===== src/rtl/apf_pkg.sv =====
`timescale 1ns / 1ps

package apf_pkg;

	// register map, one word per register
	typedef enum logic [1:0] {
		REG_FILTER_ORDER     = 2'd0,
		REG_FIRST_ORDER_COEF = 2'd1,
		REG_BANDWIDTH_COEF   = 2'd2,
		REG_TUNING_COEF      = 2'd3
	} reg_idx_t;

	// multiplier coefficient-side operand
	typedef enum logic [1:0] {
		A_C1 = 2'd0,
		A_C2 = 2'd1,
		A_D  = 2'd2,
		A_K  = 2'd3
	} mul_a_sel_t;

	// multiplier data-side operand
	typedef enum logic [1:0] {
		B_H1  = 2'd0,
		B_H2  = 2'd1,
		B_V   = 2'd2,
		B_OMC = 2'd3
	} mul_b_sel_t;

	// accumulator operation
	typedef enum logic [2:0] {
		ACC_HOLD  = 3'd0,
		ACC_LOAD  = 3'd1,
		ACC_ADD_P = 3'd2,
		ACC_SUB_P = 3'd3,
		ACC_ADD_S = 3'd4
	} acc_op_t;

	// accumulator operand source
	typedef enum logic [1:0] {
		SRC_X  = 2'd0,
		SRC_H1 = 2'd1,
		SRC_H2 = 2'd2,
		SRC_KH = 2'd3
	} acc_src_t;

	typedef logic [3:0] seq_step_t;

	// entry points of the program
	localparam seq_step_t STEP_START  = 4'd0;
	localparam seq_step_t STEP_SECOND = 4'd7;

	// datapath control word
	typedef struct packed {
		logic       mul_en;
		mul_a_sel_t a_sel;
		mul_b_sel_t b_sel;
		acc_op_t    acc_op;
		acc_src_t   acc_src;
		logic       wr_v;
		logic       wr_k;
		logic       wr_kh;
		logic       finish;
	} dp_ctrl_t;

	// full microcode word
	typedef struct packed {
		dp_ctrl_t  dp;
		logic      jump_order;
		seq_step_t target;
		logic      last;
	} ucode_t;

	// program store
	function automatic ucode_t ucode_rom(input seq_step_t step);
		ucode_t uc;
		uc = '0;
		unique case (step)
			// load sample, branch to the second-order program if it is selected
			4'd0: begin
				uc.dp.acc_op  = ACC_LOAD;
				uc.dp.acc_src = SRC_X;
				uc.jump_order = 1'b1;
				uc.target     = STEP_SECOND;
			end
			// first order: c * h1
			4'd1: begin
				uc.dp.mul_en = 1'b1;
				uc.dp.a_sel  = A_C1;
				uc.dp.b_sel  = B_H1;
			end
			4'd2: begin
				uc.dp.acc_op = ACC_SUB_P;
			end
			// v out, start y from h1
			4'd3: begin
				uc.dp.wr_v    = 1'b1;
				uc.dp.acc_op  = ACC_LOAD;
				uc.dp.acc_src = SRC_H1;
			end
			4'd4: begin
				uc.dp.mul_en = 1'b1;
				uc.dp.a_sel  = A_C1;
				uc.dp.b_sel  = B_V;
			end
			4'd5: begin
				uc.dp.acc_op = ACC_ADD_P;
			end
			4'd6: begin
				uc.dp.finish = 1'b1;
				uc.last      = 1'b1;
			end
			// second order: k = d * (1 - c)
			4'd7: begin
				uc.dp.mul_en = 1'b1;
				uc.dp.a_sel  = A_D;
				uc.dp.b_sel  = B_OMC;
			end
			4'd8: begin
				uc.dp.wr_k = 1'b1;
			end
			4'd9: begin
				uc.dp.mul_en = 1'b1;
				uc.dp.a_sel  = A_K;
				uc.dp.b_sel  = B_H1;
			end
			// subtract k*h1 and keep it, launch c*h2
			4'd10: begin
				uc.dp.mul_en = 1'b1;
				uc.dp.a_sel  = A_C2;
				uc.dp.b_sel  = B_H2;
				uc.dp.acc_op = ACC_SUB_P;
				uc.dp.wr_kh  = 1'b1;
			end
			4'd11: begin
				uc.dp.acc_op = ACC_ADD_P;
			end
			// v out, start y from k*h1
			4'd12: begin
				uc.dp.wr_v    = 1'b1;
				uc.dp.acc_op  = ACC_LOAD;
				uc.dp.acc_src = SRC_KH;
			end
			4'd13: begin
				uc.dp.mul_en  = 1'b1;
				uc.dp.a_sel   = A_C2;
				uc.dp.b_sel   = B_V;
				uc.dp.acc_op  = ACC_ADD_S;
				uc.dp.acc_src = SRC_H2;
			end
			4'd14: begin
				uc.dp.acc_op = ACC_SUB_P;
			end
			4'd15: begin
				uc.dp.finish = 1'b1;
				uc.last      = 1'b1;
			end
			default: begin
				uc = '0;
			end
		endcase
		return uc;
	endfunction

endpackage


===== src/rtl/allpass_filter_first_second_order_unit.sv =====
`timescale 1ns / 1ps
// a request runs the first-order or the second-order microcode program on the one shared multiplier
// a new request is taken only after the running program ends; the program waits at its
//   last step while the previous result is still blocked in the output register
// a finished result waits in the output register; the next request is taken meanwhile
// reset: registers zero, history zero, first order selected, no result pending

module allpass_filter_first_second_order_unit #(
	parameter int SAMPLE_WIDTH   = 24,
	parameter int COEF_FRAC_BITS = 16
) (
	input  logic                           clk,
	input  logic                           arst_n,
	input  logic                           in_valid,
	output logic                           in_stall,
	input  logic signed [SAMPLE_WIDTH-1:0] sample_in,
	input  logic                           clear_history,
	output logic                           out_valid,
	input  logic                           out_stall,
	output logic signed [SAMPLE_WIDTH-1:0] sample_out,
	input  logic                           psel,
	input  logic                           penable,
	input  logic                           pwrite,
	input  logic [3:0]                     paddr,
	input  logic [31:0]                    pwdata,
	output logic [31:0]                    prdata,
	output logic                           pready
);

	localparam int CW = COEF_FRAC_BITS + 2;

	logic                 filter_order_q;
	logic signed [CW-1:0] first_order_coef_q;
	logic signed [CW-1:0] bandwidth_coef_q;
	logic signed [CW-1:0] tuning_coef_q;
	logic                 out_valid_q;

	logic                 cfg_wr;
	apf_pkg::reg_idx_t    cfg_idx;
	logic                 in_accept;
	logic                 out_block;
	logic                 busy;
	apf_pkg::dp_ctrl_t    ctrl;

	// configuration port
	assign pready  = 1'b1;
	assign cfg_wr  = psel && penable && pwrite && pready;
	assign cfg_idx = apf_pkg::reg_idx_t'(paddr[3:2]);

	always_ff @(posedge clk or negedge arst_n) begin
		if (!arst_n) begin
			filter_order_q     <= 1'b0;
			first_order_coef_q <= '0;
			bandwidth_coef_q   <= '0;
			tuning_coef_q      <= '0;
		end else if (cfg_wr) begin
			unique case (cfg_idx)
				apf_pkg::REG_FILTER_ORDER:     filter_order_q     <= pwdata[0];
				apf_pkg::REG_FIRST_ORDER_COEF: first_order_coef_q <= pwdata[CW-1:0];
				apf_pkg::REG_BANDWIDTH_COEF:   bandwidth_coef_q   <= pwdata[CW-1:0];
				apf_pkg::REG_TUNING_COEF:      tuning_coef_q      <= pwdata[CW-1:0];
				default:                       filter_order_q     <= filter_order_q;
			endcase
		end
	end

	// register readback
	always_comb begin
		unique case (cfg_idx)
			apf_pkg::REG_FILTER_ORDER:
				prdata = {31'd0, filter_order_q};
			apf_pkg::REG_FIRST_ORDER_COEF:
				prdata = {{(32 - CW){first_order_coef_q[CW-1]}}, first_order_coef_q};
			apf_pkg::REG_BANDWIDTH_COEF:
				prdata = {{(32 - CW){bandwidth_coef_q[CW-1]}}, bandwidth_coef_q};
			apf_pkg::REG_TUNING_COEF:
				prdata = {{(32 - CW){tuning_coef_q[CW-1]}}, tuning_coef_q};
			default:
				prdata = '0;
		endcase
	end

	// request handshake
	assign in_stall  = busy;
	assign in_accept = in_valid && !busy;
	assign out_block = out_valid_q && out_stall;

	// result register valid
	always_ff @(posedge clk or negedge arst_n) begin
		if (!arst_n) begin
			out_valid_q <= 1'b0;
		end else if (ctrl.finish) begin
			out_valid_q <= 1'b1;
		end else if (!out_stall) begin
			out_valid_q <= 1'b0;
		end
	end

	assign out_valid = out_valid_q;

	apf_sequencer u_seq (
		.clk       (clk),
		.arst_n    (arst_n),
		.start     (in_accept),
		.order     (filter_order_q),
		.out_block (out_block),
		.busy      (busy),
		.ctrl      (ctrl)
	);

	apf_datapath #(
		.SAMPLE_WIDTH   (SAMPLE_WIDTH),
		.COEF_FRAC_BITS (COEF_FRAC_BITS)
	) u_dp (
		.clk        (clk),
		.arst_n     (arst_n),
		.ctrl       (ctrl),
		.load_x     (in_accept),
		.clear      (in_accept && clear_history),
		.sample_in  (sample_in),
		.coef_c1    (first_order_coef_q),
		.coef_c2    (bandwidth_coef_q),
		.coef_d     (tuning_coef_q),
		.sample_out (sample_out)
	);

endmodule


===== src/rtl/apf_sequencer.sv =====
`timescale 1ns / 1ps

module apf_sequencer (
	input  logic              clk,
	input  logic              arst_n,
	input  logic              start,
	input  logic              order,
	input  logic              out_block,
	output logic              busy,
	output apf_pkg::dp_ctrl_t ctrl
);

	apf_pkg::seq_step_t step_q;
	logic               busy_q;
	apf_pkg::ucode_t    uc;
	logic               hold;

	// fetch the current control word
	assign uc   = apf_pkg::ucode_rom(step_q);
	assign hold = uc.dp.finish && out_block;
	assign busy = busy_q;

	// only issue work while running and not waiting on the result register
	always_comb begin
		ctrl = '0;
		if (busy_q && !hold) begin
			ctrl = uc.dp;
		end
	end

	// step counter with conditional jump
	always_ff @(posedge clk or negedge arst_n) begin
		if (!arst_n) begin
			step_q <= apf_pkg::STEP_START;
			busy_q <= 1'b0;
		end else if (start) begin
			step_q <= apf_pkg::STEP_START;
			busy_q <= 1'b1;
		end else if (busy_q && !hold) begin
			if (uc.last) begin
				busy_q <= 1'b0;
			end else if (uc.jump_order && order) begin
				step_q <= uc.target;
			end else begin
				step_q <= step_q + 4'd1;
			end
		end
	end

endmodule


===== src/rtl/apf_datapath.sv =====
`timescale 1ns / 1ps

module apf_datapath #(
	parameter int SAMPLE_WIDTH   = 24,
	parameter int COEF_FRAC_BITS = 16
) (
	input  logic                           clk,
	input  logic                           arst_n,
	input  apf_pkg::dp_ctrl_t              ctrl,
	input  logic                           load_x,
	input  logic                           clear,
	input  logic signed [SAMPLE_WIDTH-1:0] sample_in,
	input  logic signed [COEF_FRAC_BITS+1:0] coef_c1,
	input  logic signed [COEF_FRAC_BITS+1:0] coef_c2,
	input  logic signed [COEF_FRAC_BITS+1:0] coef_d,
	output logic signed [SAMPLE_WIDTH-1:0] sample_out
);

	localparam int SW  = SAMPLE_WIDTH;
	localparam int CF  = COEF_FRAC_BITS;
	localparam int CW  = CF + 2;
	localparam int HW  = SW + 2;
	localparam int MA  = CW + 3;
	localparam int MB  = (HW > CW + 1) ? HW : CW + 1;
	localparam int PW  = MA + MB;
	localparam int RNW = PW + 1 - CF;
	localparam int AW  = RNW + 2;

	localparam logic signed [CW:0]   COEF_ONE = (CW + 1)'(2 ** CF);
	localparam logic signed [PW:0]   HALF_LSB = (PW + 1)'(2 ** (CF - 1));
	localparam logic signed [HW-1:0] HIST_MAX = {1'b0, {(HW - 1){1'b1}}};
	localparam logic signed [HW-1:0] HIST_MIN = {1'b1, {(HW - 1){1'b0}}};
	localparam logic signed [SW-1:0] SMP_MAX  = {1'b0, {(SW - 1){1'b1}}};
	localparam logic signed [SW-1:0] SMP_MIN  = {1'b1, {(SW - 1){1'b0}}};

	logic signed [SW-1:0]  x_q;
	logic signed [HW-1:0]  h1_q;
	logic signed [HW-1:0]  h2_q;
	logic signed [HW-1:0]  v_q;
	logic signed [MA-1:0]  k_q;
	logic signed [RNW-1:0] kh_q;
	logic signed [PW-1:0]  prod_q;
	logic signed [AW-1:0]  acc_q;
	logic signed [SW-1:0]  sample_q;

	logic signed [CW:0]    one_minus_c;
	logic signed [MA-1:0]  a_op;
	logic signed [MB-1:0]  b_op;
	logic signed [PW-1:0]  prod;
	logic signed [PW:0]    prod_half;
	logic signed [RNW-1:0] prod_rnd;
	logic signed [AW-1:0]  prod_ext;
	logic signed [AW-1:0]  src_ext;
	logic signed [HW-1:0]  v_sat;
	logic signed [SW-1:0]  y_sat;
	logic                  hist_ovf;
	logic                  smp_ovf;

	// 1 - c for the tuning product
	assign one_minus_c = COEF_ONE - {coef_c2[CW-1], coef_c2};

	// coefficient operand select
	always_comb begin
		case (ctrl.a_sel)
			apf_pkg::A_C1: a_op = {{(MA - CW){coef_c1[CW-1]}}, coef_c1};
			apf_pkg::A_C2: a_op = {{(MA - CW){coef_c2[CW-1]}}, coef_c2};
			apf_pkg::A_D:  a_op = {{(MA - CW){coef_d[CW-1]}}, coef_d};
			apf_pkg::A_K:  a_op = k_q;
			default:       a_op = k_q;
		endcase
	end

	// data operand select, sign-extended to the multiplier width
	always_comb begin
		case (ctrl.b_sel)
			apf_pkg::B_H1:  b_op = MB'(h1_q);
			apf_pkg::B_H2:  b_op = MB'(h2_q);
			apf_pkg::B_V:   b_op = MB'(v_q);
			apf_pkg::B_OMC: b_op = MB'(one_minus_c);
			default:        b_op = MB'(h1_q);
		endcase
	end

	// shared multiplier, registered
	assign prod = a_op * b_op;

	always_ff @(posedge clk) begin
		if (ctrl.mul_en) begin
			prod_q <= prod;
		end
	end

	// round half up to the sample grid
	assign prod_half = {prod_q[PW-1], prod_q} + HALF_LSB;
	assign prod_rnd  = prod_half[PW:CF];
	assign prod_ext  = {{(AW - RNW){prod_rnd[RNW-1]}}, prod_rnd};

	// accumulator load source
	always_comb begin
		case (ctrl.acc_src)
			apf_pkg::SRC_X:  src_ext = {{(AW - SW){x_q[SW-1]}}, x_q};
			apf_pkg::SRC_H1: src_ext = {{(AW - HW){h1_q[HW-1]}}, h1_q};
			apf_pkg::SRC_H2: src_ext = {{(AW - HW){h2_q[HW-1]}}, h2_q};
			apf_pkg::SRC_KH: src_ext = {{(AW - RNW){kh_q[RNW-1]}}, kh_q};
			default:         src_ext = {{(AW - SW){x_q[SW-1]}}, x_q};
		endcase
	end

	// saturation to history and sample range
	assign hist_ovf = !((&acc_q[AW-1:HW-1]) || !(|acc_q[AW-1:HW-1]));
	assign smp_ovf  = !((&acc_q[AW-1:SW-1]) || !(|acc_q[AW-1:SW-1]));
	assign v_sat    = hist_ovf ? (acc_q[AW-1] ? HIST_MIN : HIST_MAX) : acc_q[HW-1:0];
	assign y_sat    = smp_ovf ? (acc_q[AW-1] ? SMP_MIN : SMP_MAX) : acc_q[SW-1:0];

	// accumulator
	always_ff @(posedge clk) begin
		case (ctrl.acc_op)
			apf_pkg::ACC_LOAD:  acc_q <= src_ext;
			apf_pkg::ACC_ADD_P: acc_q <= acc_q + prod_ext;
			apf_pkg::ACC_SUB_P: acc_q <= acc_q - prod_ext;
			apf_pkg::ACC_ADD_S: acc_q <= acc_q + src_ext;
			default:            acc_q <= acc_q;
		endcase
	end

	// working registers
	always_ff @(posedge clk) begin
		if (load_x) begin
			x_q <= sample_in;
		end
		if (ctrl.wr_v) begin
			v_q <= v_sat;
		end
		if (ctrl.wr_k) begin
			k_q <= prod_rnd[MA-1:0];
		end
		if (ctrl.wr_kh) begin
			kh_q <= prod_rnd;
		end
		if (ctrl.finish) begin
			sample_q <= y_sat;
		end
	end

	// filter history
	always_ff @(posedge clk or negedge arst_n) begin
		if (!arst_n) begin
			h1_q <= '0;
			h2_q <= '0;
		end else if (clear) begin
			h1_q <= '0;
			h2_q <= '0;
		end else if (ctrl.finish) begin
			h2_q <= h1_q;
			h1_q <= v_q;
		end
	end

	assign sample_out = sample_q;

endmodule

===== config.mk =====
export PLATFORM = sky130hd
export DESIGN_NAME = allpass_filter_first_second_order_unit
export DESIGN_NICKNAME = d
export VERILOG_FILES = /design/src/rtl/apf_pkg.sv /design/src/rtl/allpass_filter_first_second_order_unit.sv /design/src/rtl/apf_sequencer.sv /design/src/rtl/apf_datapath.sv
export SDC_FILE = /design/constraint.sdc
export NUM_CORES = 2
export LEC_CHECK = 0
export ABC_AREA = 0
export CORE_ASPECT_RATIO = 0.7
export CORE_UTILIZATION = 40
export CTS_BUF_LIST = sky130_fd_sc_hd__clkbuf_8
export DETAILED_ROUTE_END_ITERATION = 7
export DONT_BUFFER_PORTS = 1
export GPL_TIMING_DRIVEN = 0
export MAX_ROUTING_LAYER = met4
export PLACE_DENSITY = 0.58
export SLEW_MARGIN = 0
export SYNTH_ARGS = -nofsm -noshare
export SYNTH_HDL_FRONTEND = slang
export SYNTH_SLANG_ARGS = --single-unit

===== constraint.sdc =====
create_clock -name clk -period 13.35 [get_ports clk]
set_clock_uncertainty 0.2 [all_clocks]
set_input_delay 2.0025 -clock clk [delete_from_list [all_inputs] [get_ports clk]]
set_output_delay 2.0025 -clock clk [all_outputs]
set_load 0.05 [all_outputs]

==> reports/metrics.cfg <==
[global_routing]
overflow=0
grtUsageMet1_pct=41.9
busiest_layer=met1
grt_pass1_vias=28197
track_usage_pct=28.2
grt_pass1_wl_um=186000
use_met2_pct=37.4
grt_max_degree=114
antenna_found_initial=3
grt.met3_usage_pct=8.61

[clock_tree]
cts_htree_levels=2
root_buffer=clkbuf_8
cts_made_buffers=48
clkLatencyLatePin_ns=0.66
clock_sinks=306
clockBufferDepth=3
tritoncts=yes
post_cts_buffers=0
path_clk_slew_ns=0.06
cts.repair.resized=0
postCtsHoldBufs=0

[yosys]
synth_ff_type=edfxtp_1
netlist_instances=3853
ys_seq_area_share_pct=23.7
synth_nets=4632
syn_area_per_cell_sq_um=9.45
synth-edff-count=193
synth_cell_types=90
ys_warn_count=0
synth_area_sq_mm=0.0364
async_reset_ff_share_pct=36.9
ys_ff_latch=306

[sta]
period_share_pct=96.3
tightest_slew_ns=1.47
min_period_ns=12.85
max_slew_margin_pct=1.75
slew_viol_final=0
finalSetupViolCount=0
fmax_mhz=77.8
setup_tns_ns=0
grt_setup_unrepaired=false
finalHoldViolations=0

[setup_path]
cpPeakStageDelay_ns=0.81
critical_path_arrival_ns=13.00
path_common_cell=fa_1
cp-startpoint=out_stall
cp_slowest_cell=o21ai_2
worst_setup_path_start_kind=input pin
rrSetupSlack_ns=0.71
cp.required_ns=13.50
r2r-start=u_seq.step_q[0]
rr_worst_depth=34
endpoint_kind=flop
worst-path-max-fanout=10
worstSetupPathType=input pin to flop

[floorplanning]
die_w_um=363
die_y_um=254
fp-row-count=92
ios=127
start_util_pct=40.4
core_sq_mm=0.0901
die_area_sq_mm=0.0923

[routing]
drc_errors=14
ant_nets=0
first_pass_iters=8
vias_per_cell=5.55
drt_iter0_drc=3376
wl_um=125000
wl_per_cell_um=24.1
vias=28756

[placement]
dpl.hpwl_um=103000
portBuffers=0
place_congestion=1.03
dpl_cell_area_sq_mm=0.0381

[worst_hold_path]
min_from=u_dp.h2_q[7]
whs_path_depth=1
hp-class=flop to flop

[finish]
final_common_cell=inv_1
multi_input_area_sq_mm=0.0246
final_cell_mix=686 x inv_1, 554 x fa_1, 502 x nand2_1, 349 x nor2_1, 193 x edfxtp_1
drive_above_1_share_pct=5.62
final_area_sq_mm=0.0391
nets=4689
area_growth_syn_to_layout_pct=7.44
fillers=8994
ff_latch_area_sq_mm=0.00862

[run_status]
status=complete, but fails checks
violations=DRC, capacitance limit

[run]
cap_violations=1

==> metal layers <==
layer,wire length [um],vias up
met4,2390,0
met1,56300,14587
met2,49300,1487
met3,16900,138
met5,0,-
li1,-,12544
==> layout make-up <==
type,count,area share [%]
plain buffers,192,2.04
diodes,6,0.0384
repair buffers,7,0.249
multi-input cells,2682,62.8
flip-flops and latches,306,22.0
clock buffers,53,1.86
inverters,673,6.46
well taps,1222,3.91
clock inverters,37,0.624
==> synthesized netlist by cell type (35+ instances only) <==
library cell | count | area share, %
a21o_1 | 66 | 1.4
mux2i_1 | 35 | 0.96
nor2_1 | 349 | 3.6
nand3_1 | 37 | 0.51
edfxtp_1 | 193 | 16
clkbuf_1 | 153 | 1.6
dfrtp_1 | 113 | 7.8
xor2_1 | 48 | 1.2
xnor2_1 | 97 | 2.3
a21oi_1 | 163 | 2.2
a22o_1 | 69 | 1.7
o21ai_0 | 117 | 1.6
nand2_1 | 502 | 5.2
fa_1 | 554 | 30
ha_1 | 157 | 5.4
mux2_2 | 65 | 2.0
inv_1 | 673 | 6.9
==> flip-flops by register name, summed over array words and instances (netlist names) <==
| signal | count |
|---|---|
| bandwidth_coef_q | 18 |
| filter_order_q | 1 |
| first_order_coef_q | 18 |
| out_valid | 1 |
| tuning_coef_q | 18 |
| u_dp.acc_q | 34 |
| u_dp.h1_q | 26 |
| u_dp.h2_q | 26 |
| u_dp.k_q | 21 |
| u_dp.kh_q | 32 |
| u_dp.prod_q | 32 |
| u_dp.sample_out | 24 |
| u_dp.v_q | 26 |
| u_dp.x_q | 24 |
| u_seq.busy | 1 |
| u_seq.step_q | 4 |
==> stage by stage <==
stage               utilization, %  worst slack, ns  hold slack [ns]  std cells
floorplan                        -             3.00            0.270       3853
global placement              42.1           -0.143            0.311       5075
detailed placement            42.3            0.271            0.312       5081
CTS                           43.4            0.888            0.327       5171
global route                  43.4            0.226            0.348       5177
finish                        43.4            0.498            0.326       5178
==> worst paths after layout <==
kind	endpoint
max in group asynchronous	u_dp.h1_q[23]
worst max-delay path	u_dp.prod_q[46]
min in group asynchronous	u_seq.step_q[2]
worst max register to register	u_dp.prod_q[46]
worst min register to register	u_dp.h2_q[7]
worst min-delay path	u_dp.h2_q[7]
==> critical path: cells and delay by family <==
kind / cells / cell delay [ns]
AOI/OAI and AO/OA: 11 / 4.07
xor gates and xnor gates: 1 / 0.15
adders and majority gates: 8 / 3.79
buffers and inverters: 7 / 2.17
and+or+nand+nor: 4 / 0.79
==> kinds of logic after synthesis <==
| kind of cell | Yosys count | synth area share [%] |
|---|---|---|
| xor gates and xnor gates | 146 | 3.53 |
| DFF | 306 | 23.7 |
| and+or+nand+nor | 1082 | 13.0 |
| other | 1 | 0.0103 |
| buffers and inverters | 865 | 9.12 |
| muxes | 101 | 3.03 |
| AOI/OAI and AO/OA | 641 | 11.8 |
| adders and majority gates | 711 | 35.9 |
Power is left out: the tool's default activity adds up to more than one toggle a clock period on the data nets, which glitch-free logic cannot reach.
